$ cat config.mk
export PLATFORM = sky130hd
export DESIGN_NAME = lpd_update
export DESIGN_NICKNAME = d
export VERILOG_FILES = /design/src/rtl/core/length_prefixed_deframer_assert.svh /design/src/rtl/core/lpd_pkg.sv /design/src/rtl/core/lpd_update.sv
export SDC_FILE = /design/constraint.sdc
export NUM_CORES = 1
export LEC_CHECK = 0
export ABC_AREA = 1
export BUFFER_PORTS_ARGS = -buffer_cell sky130_fd_sc_hd__buf_2
export CAP_MARGIN = 20
export CELL_PAD_IN_SITES_DETAIL_PLACEMENT = 0
export CELL_PAD_IN_SITES_GLOBAL_PLACEMENT = 1
export CORE_ASPECT_RATIO = 1.5
export CORE_UTILIZATION = 32
export DETAILED_ROUTE_END_ITERATION = 10
export PLACE_DENSITY = 0.89
export RECOVER_POWER = 25
export SYNTH_ARGS = -nofsm -noshare
export SYNTH_HDL_FRONTEND = slang
export SYNTH_SLANG_ARGS = --single-unit
$ cat constraint.sdc
create_clock -name vclk -period 3.1
set_input_delay 0.31 -clock vclk [all_inputs]
set_output_delay 0.31 -clock vclk [all_outputs]
set_load 0.01 [all_outputs]
$ cat src/rtl/core/length_prefixed_deframer_assert.svh
// Assertion macros for the deframer RTL.
// No dependencies; included by files that check their own logic.
`ifndef LENGTH_PREFIXED_DEFRAMER_ASSERT_SVH
`define LENGTH_PREFIXED_DEFRAMER_ASSERT_SVH

// Same-cycle implication, disabled while reset is high.
`define LPD_ASSERT_NOW(label, clk, rst, ante, cons, msg) \
   label: assert property (@(posedge clk) disable iff (rst) (ante) |-> (cons)) \
      else $error(msg);

// Next-cycle implication, disabled while reset is high.
`define LPD_ASSERT_NEXT(label, clk, rst, ante, cons, msg) \
   label: assert property (@(posedge clk) disable iff (rst) (ante) |=> (cons)) \
      else $error(msg);

`endif

$ cat src/rtl/core/lpd_pkg.sv
// Types and constants of the length-prefixed deframer.
// No dependencies; imported by lpd_update and length_prefixed_deframer.
package lpd_pkg;

   localparam int NUM_CONNS    = 1024;
   localparam int CONN_ADDR_W  = (NUM_CONNS > 1) ? $clog2(NUM_CONNS) : 1;
   localparam int CONN_EXT_W   = 17;
   localparam int CONN_W       = 10;
   localparam int BYTE_W       = 8;
   localparam int LEN_W        = 16;
   localparam int HDR_CNT_W    = 3;
   localparam logic [HDR_CNT_W-1:0] HDR_BYTES = 3'd4;
   localparam logic [LEN_W-1:0] MAX_LEN_RESET = 16'd10240;

   localparam logic CMD_OPEN = 1'b0;
   localparam logic CMD_DATA = 1'b1;

   localparam int CSR_ADDR_W = 3;
   localparam logic CSR_IDX_MAX_LEN = 1'b0;

   typedef enum logic [1:0] {
      KIND_BODY  = 2'd0,
      KIND_EMPTY = 2'd1,
      KIND_ERROR = 2'd2
   } kind_type;

   // Per-connection state word. Only the low 16 length bits are kept;
   // the upper two header bytes matter only as "nonzero" (always oversize).
   typedef struct packed {
      logic                 dropped;
      logic [HDR_CNT_W-1:0] hdr_cnt;
      logic [LEN_W-1:0]     len;
      logic                 len_hi_nz;
      logic [LEN_W-1:0]     body_cnt;
   } entry_type;

   localparam int ENTRY_W = $bits(entry_type);

   typedef struct packed {
      logic     valid;
      kind_type kind;
      logic     last;
   } res_type;

endpackage

$ cat src/rtl/core/lpd_update.sv
// Next-state and result logic for one connection's state word.
// Depends on lpd_pkg.
module lpd_update
   import lpd_pkg::*;
(
   input  logic              cmd,
   input  logic [BYTE_W-1:0] data_byte,
   input  entry_type         cur,
   input  logic [LEN_W-1:0]  max_len,
   output entry_type         nxt,
   output res_type           res
);

   logic [1:0]       pos;
   logic [LEN_W-1:0] body_inc;
   entry_type        hdr;

   always_comb begin
      pos      = cur.hdr_cnt[1:0];
      body_inc = cur.body_cnt + 1'b1;
      hdr      = cur;
      nxt      = cur;
      res      = '{valid: 1'b0, kind: KIND_BODY, last: 1'b0};

      // assemble the little-endian header
      case (pos)
         2'd0: hdr.len[7:0]  = data_byte;
         2'd1: hdr.len[15:8] = data_byte;
         2'd2: hdr.len_hi_nz = cur.len_hi_nz | (data_byte != '0);
         2'd3: hdr.len_hi_nz = cur.len_hi_nz | (data_byte != '0);
         default: hdr = cur;
      endcase
      hdr.hdr_cnt  = HDR_CNT_W'(pos) + 1'b1;
      hdr.body_cnt = '0;

      if (cmd == CMD_OPEN) begin
         nxt = '0;
      end else if (cur.dropped) begin
         nxt = cur;
      end else if (cur.hdr_cnt < HDR_BYTES) begin
         nxt = hdr;
         if (pos == 2'd3) begin
            if (hdr.len_hi_nz || (hdr.len > max_len)) begin
               nxt.dropped = 1'b1;
               res = '{valid: 1'b1, kind: KIND_ERROR, last: 1'b0};
            end else if (hdr.len == '0) begin
               nxt = '0;
               res = '{valid: 1'b1, kind: KIND_EMPTY, last: 1'b1};
            end
         end
      end else begin
         if (body_inc >= cur.len) begin
            nxt = '0;
            res = '{valid: 1'b1, kind: KIND_BODY, last: 1'b1};
         end else begin
            nxt.body_cnt = body_inc;
            res = '{valid: 1'b1, kind: KIND_BODY, last: 1'b0};
         end
      end
   end

endmodule

==> metrics.md <==
| Metric | Value |
|---|---|
| Hold Vio Cnt, Final | 0 |
| Final worst slack | between 0.1 and 0.15 ns |
| WP data arrival | about 2.7 ns |
| WS Path Type | primary input to output port |
| DRT iter0 DRCs | 84 |
| Port bufs | 103 |
| Max IR drop VDD | about 0.064 mV |
| Mean post-synth cell area | 5.280 sq um |
| Core footprint | 6990 sq um |
| DRT antenna net count | 0 |
| Share of the synthesized area in the top cell type | 20.19% |
| DIE WIDTH | 72.04 microns |
| Power Density | 148.0 nW/um^2 |
| Crit share post-route | roughly 96% |
| HPWL after DPL | a little under 7 mm |
| Area contributors post-synth | ha_1 20%, nand2_1 19%, a21oi_1 13% |
| Largest net degree at the start of global routing | 34 |
| IO Pins | 103 |
| N_diodes | 0 |
| Crit path from | cur[0] |
| WL/cell | 12.88 microns |
| Crit. End Element | output port |
| Worst-Margin Slew | around 0.63 ns |
| Final hold slack | 0.9633 ns |
| Post-Route WL | 8.500 mm |
| Max Clk Rate | ~330 MHz |
| Initial Utilization | 33.69% |
| Vias in the first global route | 3024 |
| Cts hold-fix bufs | 0 |
| RSZ-0062 raised after global routing | true |
| Critical path required time | 2.79 ns |
| Endpoints failing setup | 0 |
| Vias | 3237 |
| Post-Syn Instances | 446 |
| Worst path cell trace | buf_8 > ha_4 > nand3_4 > nor2_4 > nand2_4 > nor3_4 > nand2_2 > xor2_2 > inv_2 > ha_4 > nand2_4 > nor2_2 > a21oi_2 > nand4_1 > inv_2 > buf_6 > nand2_2 > a21oi_2 > buf_2 |
| HP Start | cur[22] |
| Commonest cells post-synth | 119 x nand2_1, 69 x inv_1, 62 x a21oi_1, 45 x o21ai_0, 39 x nor2_1 |
| Final core occ | 50.90% |
| Max FO, Critical Path | 6 |
| Row count | 37 |
| Share of post-route cells with drive strength above 1 | approximately two fifths |
| Congestion Overflow GR | 0 |
| Max Slew Vio Count | 0 |
| GPL Wtd Cong | between 0.8 and 0.9 |
| CP max stage cell | ha_4 |
| Vias per cell | between 4 and 5 |
| Crit path largest cell delay | approximately 0.24 ns |
| Tot GR Track Use | 21.06% |
| Status | complete, no violations |
| P_leak | 1.939 nW |
| DIE HEIGHT | 107.1 microns |
| Hold crit path type | primary input to output port |
| Yosys Warn Count | 0 |
| Count leader, synth | nand2_1 |
| Worst slack at placement | -0.08025 ns |
| Setup tns final | 0 ns |
| Initial antenna violation count | 0 |
| Synth unique cells | 27 |
| Final period demand of the worst path | around 3.0 ns |
| Final std cells w/o fill | 660 |
| Sequential area share after synthesis | 0% |
| Dpl cells | 649 |
| Die area | 7713 sq um |
| Area growth syn-to-layout | 51.12% |
| Dominant cell type by area after synthesis | ha_1 |
| Seq cells | 0 |
| CLK BUF | 0 |
| Headroom to the max-slew limit | 58.28% |
| Max_cap viols | 0 |
| Top Family by Delay on Critical Path | simple AND/OR/NAND/NOR gates |
| First-pass GRT wire length | 13.13 mm |
| Synthesized cell area | 2355 sq um |
| Fillers | between 700 and 800 |
| Number of remaining DRC errors | 0 |
| FF+latch area | 0 sq um |
| Final #Nets | 665 |
| First-pass iteration count of the detailed router | 4 |
| Startpoint Class | primary input |
| WP buf/inv | 5 |
| Post-Syn Nets | 546 |
[layout by cell type (no fill, tap or decap), types with 2 or more instances in the layout]
| cell type | netlist | final |
|---|---|---|
| a21oi_1 | 62 | 42 |
| a21oi_2 | 3 | 23 |
| buf_2 | 0 | 96 |
| buf_4 | 2 | 24 |
| buf_6 | 2 | 9 |
| buf_8 | 0 | 3 |
| ha_1 | 38 | 31 |
| ha_4 | 0 | 6 |
| inv_1 | 69 | 66 |
| inv_2 | 5 | 7 |
| nand2_1 | 119 | 91 |
| nand2_2 | 4 | 25 |
| nand2_4 | 1 | 8 |
| nand3_1 | 13 | 10 |
| nand3_2 | 2 | 3 |
| nand3_4 | 0 | 2 |
| nand4_1 | 5 | 5 |
| nor2_1 | 39 | 36 |
| nor2_4 | 1 | 3 |
| nor3_1 | 5 | 2 |
| nor3_2 | 1 | 2 |
| nor3_4 | 1 | 3 |
| o21a_1 | 2 | 2 |
| o21ai_0 | 45 | 44 |
| xnor2_1 | 5 | 5 |
| xor2_1 | 7 | 5 |
| xor2_2 | 0 | 2 |
[per-stage QoR]
step | cell area, sq um | power (mW)
3_3_place_gp | 3048 | 0.4291
2_1_floorplan | 2355 | 0.2671
3_5_place_dp | 3048 | 0.4386
5_1_grt | 3558 | 0.5866
6_report | 3558 | 0.5265
4_1_cts | 3221 | 0.4738
[power by group]
group | internal, mW | switching, mW | total [mW]
logic | 0.219 | 0.308 | 0.527
registers | 0 | 0 | 0
clock network | 0 | 0 | 0
total | 0.219 | 0.308 | 0.527
[kinds of logic after synthesis]
family                     Yosys count  share of synthesized area, %
buffers and inverters               90                         15.30
AOI/OAI and AO/OA                  115                         25.72
xor gates and xnor gates            12                         4.463
adders and majority gates           38                         20.19
and+or+nand+nor                    191                         34.32
[worst paths after layout]
check / endpoint / slack (ns) / cells after the start
max: nxt[19] / 0.11 / 19
min: nxt[22] / 0.96 / 4
[routing by layer]
metal	part of all wire [%]	GRT usage (%)
met5	0	0
met4	2.2	4.902
met3	5.2	0.6579
met2	54	43.06
met1	38	23.02
[layout make-up]
class                           count  area, sq um  area share [%]
Multi-Input combinational cell    356         2346           65.93
Timing Repair Buffer              132        807.0           22.68
Inverter                           75        284.0           7.982
Tap cell                           97        121.4           3.411
[repair_timing]
item                                    in CTS  in global routing
gates cloned                                 1                  0
endpoints found under the hold margin        0                  0
pin swaps                                   15                 26
gates resized for setup                     33                 78
setup buffers                                4                  6
endpoints found under the setup margin      32                 41
No activity file was read; power rests on OpenSTA's default activity.
