$ cat config.mk
export PLATFORM = sky130hd
export DESIGN_NAME = lpd_ram
export DESIGN_NICKNAME = d
export VERILOG_FILES = /design/src/rtl/core/length_prefixed_deframer_assert.svh /design/src/rtl/core/lpd_ram.sv
export SDC_FILE = /design/constraint.sdc
export NUM_CORES = 1
export LEC_CHECK = 0
export BUFFER_PORTS_ARGS = -buffer_cell sky130_fd_sc_hd__clkbuf_2
export CAP_MARGIN = 20
export CORE_UTILIZATION = 25
export DETAILED_ROUTE_END_ITERATION = 12
export GPL_TIMING_DRIVEN = 0
export MAX_ROUTING_LAYER = met4
export PLACE_DENSITY = 0.49
export SETUP_SLACK_MARGIN = 0.05
export SYNTH_ARGS = -nofsm -noshare
export SYNTH_HDL_FRONTEND = slang
export SYNTH_SLANG_ARGS = --single-unit
$ cat constraint.sdc
create_clock -name clock -period 2.45 [get_ports clock]
set_input_delay 0.49 -clock clock [delete_from_list [all_inputs] [get_ports clock]]
set_output_delay 0.49 -clock clock [all_outputs]
set_load 0.02 [all_outputs]
$ cat src/rtl/core/length_prefixed_deframer_assert.svh
// Assertion macros for the deframer RTL.
// No dependencies; included by files that check their own logic.
`ifndef LENGTH_PREFIXED_DEFRAMER_ASSERT_SVH
`define LENGTH_PREFIXED_DEFRAMER_ASSERT_SVH

// Same-cycle implication, disabled while reset is high.
`define LPD_ASSERT_NOW(label, clk, rst, ante, cons, msg) \
   label: assert property (@(posedge clk) disable iff (rst) (ante) |-> (cons)) \
      else $error(msg);

// Next-cycle implication, disabled while reset is high.
`define LPD_ASSERT_NEXT(label, clk, rst, ante, cons, msg) \
   label: assert property (@(posedge clk) disable iff (rst) (ante) |=> (cons)) \
      else $error(msg);

`endif

$ cat src/rtl/core/lpd_ram.sv
// Generic simple dual-port RAM: one write port, one registered read port.
// No dependencies; read-first when both ports hit the same entry.
module lpd_ram #(
   parameter int WIDTH = 8,
   parameter int DEPTH = 16
) (
   input  logic                                   clock,
   input  logic                                   wr_en,
   input  logic [((DEPTH > 1) ? $clog2(DEPTH) : 1)-1:0] wr_addr,
   input  logic [WIDTH-1:0]                       wr_data,
   input  logic                                   rd_en,
   input  logic [((DEPTH > 1) ? $clog2(DEPTH) : 1)-1:0] rd_addr,
   output logic [WIDTH-1:0]                       rd_data
);

   logic [WIDTH-1:0] mem_ff [DEPTH];
   logic [WIDTH-1:0] rd_data_ff;

   always_ff @(posedge clock) begin
      if (wr_en) begin
         mem_ff[wr_addr] <= wr_data;
      end
      if (rd_en) begin
         rd_data_ff <= mem_ff[rd_addr];
      end
   end

   assign rd_data = rd_data_ff;

endmodule

==> metrics.csv, run 1 <==
metric;value;unit
status;finished clean;
hold_class;input pin to flip-flop;
clockRootBuffer;clkbuf_16;
min_from;rd_en;
clock_skew;0.0134;ns
place_area;5720;um^2
max-cap-violations;0;
clkSlewWorstSetupHoldPaths;0.06;ns
hold_viol;0;
post-route-drc-count;0;
place.gp.congestion;0.761;
worstSetupPathType;input pin to flip-flop;
reg2reg_depth;3;
ys_top_cells_by_area;edfxtp_1 78%, mux4_2 7.8%, mux4_1 7.0%, a22oi_1 2.3%, nor2_1 0.93%;
synth_nets;248;
ys_types;18;
crit_family;simple AND/OR/NAND/NOR gates;
finalSetupViolations;0;
start_util;0.257;
crit_buf_inv;2;
dieWidth;147;um
htree_levels;4;
synthTopCellsByCount;136 x edfxtp_1, 18 x mux4_2, 16 x a22oi_1;
fin_crit;1.83;ns
whs_endpoint;rd_data[2]$_DFFE_PP_;
startpoint_type;input pin;
clock-sinks;136;
ant_nets;0;
fillers;1959;
finalCritPeriodShare;0.749;
fin_area;6370;um^2
cts_hold_buffers;0;
antenna_found_initial;0;
leakage;2.10;nW
area_delta_synth_final;21.8;%
fp.dieArea;21500;um^2
critical_path_required;2.57;ns
vias;2403;
io_pins;27;
crit_slowest_cell;nor3_1;
end_kind;flip-flop;
reg2reg_from;mem_ff[1][0]$_DFFE_PP_;
grt_pass1_vias;2466;
core-area;20400;um^2
synth_edf_count;136;
io_buffer_count;25;
yosysTopAreaCell;edfxtp_1;
rr_endpoint;rd_data[0]$_DFFE_PP_;
worst_pin_slew;0.874;ns
syn-cell-area;5230;um^2
synthCells;229;
seq_area_frac_synth;0.781;
dieHeight;147;um
wl;10800;um
grt_pass1_wl;15900;um
p_total;5.68;mW
clk_latency;0.42;ns
grt_start_max_net_pins;17;
ys_ff_latch;136;
rrSetupSlack;0.76;ns
grt_usage;0.112;
clkPwrFrac;0.489;
cts-buffers-inserted;17;
initialDrtViolationCount;210;
tns;0;ns
whs;0.429;ns
dp_hpwl;7160;um
p_per_area;891;nW/um^2
firstDrtPassIters;4;
pwr-share-seq;0.464;
p_sw_frac;0.200;
drive_gt1_frac;0.307;
synth_warnings;0;
clock_path_buffers;2;
power.internal;4.54;mW
fin_util;0.313;
cts_resized;0;
yosysMostFrequentCell;edfxtp_1;
dp_slack;0.169;ns
vdd_drop_max;0.000469;V
yosysTopAreaCellShare;0.781;
vias_per_cell;4.29;
dp.cells;528;
critical_path_peak_fanout;5;
fmax;545;MHz
cts_tree;built;
rows;52;
cts_setup_buffers;0;
wire_per_inst;19.4;um
rsz0062_at_grt;no;
fin_nets;296;
max-slew-margin-rel;0.415;
worst_ep_arrival_time;1.96;ns
antenna_cells;0;
async_flop_share;0;
hold_path_depth;1;
crit_path_max_incr_delay;0.55;ns
fin_ws;0.616;ns
synth_area_per_cell;22.8;um^2
switchingPower;1.14;mW
combPwrFrac;0.047;
fin_cells;560;
cp_cell_sequence;clkbuf_2, or3b_2, nor3_1, buf_4;
synthFlopType;edfxtp_1;
grt_overflow_total;0;
drv_slew;0;
[how the worst max path moves through the flow]
stage	endpoint	start	cells after the start	slack [ns]
2_1_floorplan	mem_ff[0][0]$_DFFE_PP_	wr_addr[2]	2	0.47
3_3_place_gp	mem_ff[0][3]$_DFFE_PP_	wr_addr[2]	3	-0.21
3_5_place_dp	mem_ff[0][3]$_DFFE_PP_	wr_addr[2]	4	0.17
4_1_cts	mem_ff[0][5]$_DFFE_PP_	wr_addr[2]	4	0.61
5_1_grt	mem_ff[0][5]$_DFFE_PP_	wr_en	4	0.54
6_report	mem_ff[0][5]$_DFFE_PP_	wr_addr[2]	4	0.62
[placed cells by master (no fill, tap or decap)]
cell	Yosys	routed
edfxtp_1	136	136
clkbuf_2	0	25
mux4_2	18	18
clkbuf_16	0	17
a22oi_1	16	16
mux4_1	14	14
nor2_1	13	13
nand2_1	9	9
bufinv_16	0	5
clkinv_4	0	5
buf_2	3	4
buf_4	1	4
nor3_1	4	4
buf_6	3	3
clkdlybuf4s25_2	3	3
nand3b_1	2	2
nand2b_1	2	2
clkinv_2	0	2
inv_6	0	2
nor2b_1	1	1
and2_1	1	1
and2b_1	1	1
nand3_1	1	1
or3b_2	1	1
clkbuf_1	0	1
[worst reg2reg max path, delay by kind of cell (launching register included)]
family	cells	cell delay, ns
muxes	1	0.54
AOI/OAI and AO/OA	1	0.36
DFF	1	0.35
and+or+nand+nor	1	0.16
[layer usage]
| metal | part of all wire | GRT usage | vias to the layer above |
|---|---|---|---|
| li1 | - | - | 1080 |
| met1 | 0.46 | 0.145 | 1271 |
| met2 | 0.49 | 0.166 | 50 |
| met3 | 0.046 | 0.0309 | 2 |
| met4 | 0.0034 | 0.0406 | 0 |
| met5 | 0 | - | - |
[sequential cells by signal, summed over array words and instances, names as in the netlist]
name,cells
mem_ff,128
rd_data,8
[cells by family after synthesis]
logic type / after synthesis / share of synthesized area
AO/OA/AOI/OAI: 16 / 0.0230
buffers and inverters: 10 / 0.0165
flip-flops: 136 / 0.781
multiplexers: 32 / 0.148
AND/OR/NAND/NOR: 35 / 0.0314
[power by group through the flow]
stage / logic, mW / registers [mW] / clock network, mW
after floorplan: 0.132 / 2.69 / 0
after global placement: 0.266 / 2.68 / 0
after detailed placement: 0.271 / 2.68 / 0
after CTS: 0.272 / 2.63 / 2.82
after global routing: 0.286 / 2.64 / 2.94
final: 0.265 / 2.63 / 2.78
[layout make-up]
type / instances / area [um^2] / area share
multi-input cells: 83 / 1060 / 0.166
flip-flops and latches: 136 / 4080 / 0.641
clock buffers: 18 / 429 / 0.0674
plain buffers: 10 / 86.3 / 0.0136
well taps: 270 / 338 / 0.0530
clock inverters: 14 / 221 / 0.0348
repair buffers: 29 / 153 / 0.0240
Note: power is estimated with default switching activity, not from simulation.
==> inputs of run 2 (changes only) <==
==> constraint.sdc (replaced) <==
create_clock -name clock -period 1.9 [get_ports clock]
set_input_delay 0.38 -clock clock [delete_from_list [all_inputs] [get_ports clock]]
set_output_delay 0.38 -clock clock [all_outputs]
set_load 0.02 [all_outputs]
==> run 2 against run 1 <==
Effect of this change:
- power is 19% higher
- non-clock buffer count is 1 lower
- via count is 0.79% higher
- global-route usage is 0.17 points higher
- final cell count is 0.36% lower
- utilization is 0.56 points lower
- die area stayed put
- wire length is 1.3% higher
- final area is 1.8% lower
==> metrics.csv, run 2 (synthesis gave the netlist of run 1 again) <==
metric;value;unit;change
fmax;574;MHz;
grt_overflow_total;0;;unchanged
clock_path_buffers;2;;unchanged
hold_class;input pin to flip-flop;;
dp.cells;527;;-0.19%
rows;52;;unchanged
final_common_cell;edfxtp_1;;
cts_tree;built;;
critical_path_required;2.03;ns;-0.54 ns
grt_pass1_vias;2624;;+6.4%
cp_cell_sequence;mux4_1, a22oi_1, nand2_1;;
largest_reg_flops;128;;unchanged
clk_latency;0.41;ns;about the same
io_buffer_count;25;;unchanged
hold_viol;0;;unchanged
cts-buffers-inserted;17;;unchanged
worst_ep_arrival_time;1.87;ns;-0.09 ns
fin_ws;0.158;ns;-0.458 ns
rsz0062_at_grt;no;;
grt_start_max_net_pins;17;;unchanged
startpoint_type;flip-flop;;
vias;2422;;+0.79%
clkSlewWorstSetupHoldPaths;0.06;ns;about the same
drive_gt1_frac;0.300;;-0.00724
fin_cells;558;;-0.36%
grt_usage;0.113;;+0.00175
leakage;2.03;nW;-3.4%
dp_slack;-0.200;ns;-0.369 ns
crit_slowest_cell;mux4_1;;
whs;0.334;ns;-0.0957 ns
initialDrtViolationCount;284;;+35%
place.gp.congestion;0.741;;-2.6%
dp_hpwl;7130;um;-0.31%
post-route-drc-count;0;;unchanged
cts_resized;0;;unchanged
finalCritPeriodShare;0.917;;
pwr-share-seq;0.504;;+0.040
grt_pass1_wl;16400;um;+2.8%
dieHeight;147;um;unchanged
drv_slew;0;;unchanged
clockRootBuffer;clkbuf_16;;
clkPwrFrac;0.444;;-0.045
max-slew-margin-rel;0.403;;-0.0123
worst_pin_slew;0.892;ns;+0.0183 ns
clock-sinks;136;;unchanged
regMostFlops;mem_ff;;
rrSetupSlack;0.16;ns;-0.60 ns
ant_nets;0;;unchanged
critical_path_peak_fanout;1;;-4
clock_skew;0.00880;ns;-0.00460 ns
wl;11000;um;+1.3%
firstDrtPassIters;4;;unchanged
fin_crit;1.74;ns;
vias_per_cell;4.34;;+1.2%
status;finished clean;;
htree_levels;4;;unchanged
layout_common_cells;136 x edfxtp_1, 25 x clkbuf_2, 18 x mux4_2, 17 x clkbuf_16, 16 x a22oi_1;;
max-cap-violations;0;;unchanged
core-area;20400;um^2;unchanged
start_util;0.257;;unchanged
io_pins;27;;unchanged
p_sw_frac;0.214;;+0.0138
fillers;1972;;+0.66%
fin_nets;295;;-0.34%
p_per_area;1080;nW/um^2;+21%
switchingPower;1.44;mW;+27%
fp.dieArea;21500;um^2;unchanged
crit_path_max_incr_delay;0.55;ns;about the same
cts_hold_buffers;0;;unchanged
dieWidth;147;um;unchanged
vdd_drop_max;0.000687;V;+46%
wire_per_inst;19.7;um;+1.6%
cts_setup_buffers;0;;unchanged
worstSetupPathType;flip-flop to flip-flop;;
antenna_found_initial;0;;unchanged
area_delta_synth_final;19.7;%;
power.internal;5.29;mW;+17%
end_kind;flip-flop;;
combPwrFrac;0.051;;+0.004
finalSetupViolations;0;;unchanged
-- run 2: cell count changes in the layout (fill, tap and decap cells not counted), sizes merged --
cell,delta
buf,-1
bufinv,-4
clkinv,-2
clkinvlp,+4
diode,+1
-- run 2: critical path, delay by kind of cell, from the launching register on --
| family | cells | cell delay (ns) |
|---|---|---|
| muxes | 1 | 0.55 |
| and+or+nand+nor | 1 | 0.16 |
| AOI/OAI and AO/OA | 1 | 0.39 |
| DFF | 1 | 0.36 |
-- run 2: power groups by stage --
stage	clock network [mW]	registers, mW	logic [mW]
2_1_floorplan	0	3.47	0.171
3_3_place_gp	0	3.46	0.343
3_5_place_dp	0	3.46	0.353
4_1_cts	3.04	3.40	0.353
5_1_grt	3.17	3.40	0.372
6_report	2.99	3.40	0.345
-- run 2: through the flow --
| step | util | TNS (ns) | power (mW) | instance area, um^2 |
|---|---|---|---|---|
| after CTS | 0.307 | 0 | 6.79 | 6250 |
| after global routing | 0.307 | 0 | 6.94 | 6250 |
| final | 0.307 | 0 | 6.73 | 6250 |
| after global placement | 0.280 | -14.02 | 3.80 | 5700 |
| after floorplan | - | 0 | 3.65 | 5230 |
| after detailed placement | 0.281 | -6.78 | 3.81 | 5720 |
-- run 2: worst paths after layout --
path                           start  cells after the start                    to
max           mem_ff[1][0]$_DFFE_PP_                      3  rd_data[0]$_DFFE_PP_
min                            rd_en                      1  rd_data[6]$_DFFE_PP_
max reg2reg   mem_ff[1][0]$_DFFE_PP_                      3  rd_data[0]$_DFFE_PP_
min reg2reg  mem_ff[14][2]$_DFFE_PP_                      3  rd_data[2]$_DFFE_PP_
-- run 2: layer usage --
layer  up-vias  share of wire  GRT usage
met2        85           0.47      0.168
met4         0         0.0082     0.0438
met1      1252           0.45      0.143
met3        10          0.072     0.0369
li1       1075              -          -
met5         -              0          -
-- run 2: layout make-up --
class,count,area (um^2),share of cell area
Buffer,10,86.3,0.0138
Sequential cell,136,4080,0.653
Clock buffer,18,429,0.0686
Antenna cell,1,2.50,0.000400
Tap cell,270,338,0.0540
Multi-Input combinational cell,83,1060,0.170
Clock inverter,12,105,0.0168
Timing Repair Buffer,28,148,0.0236
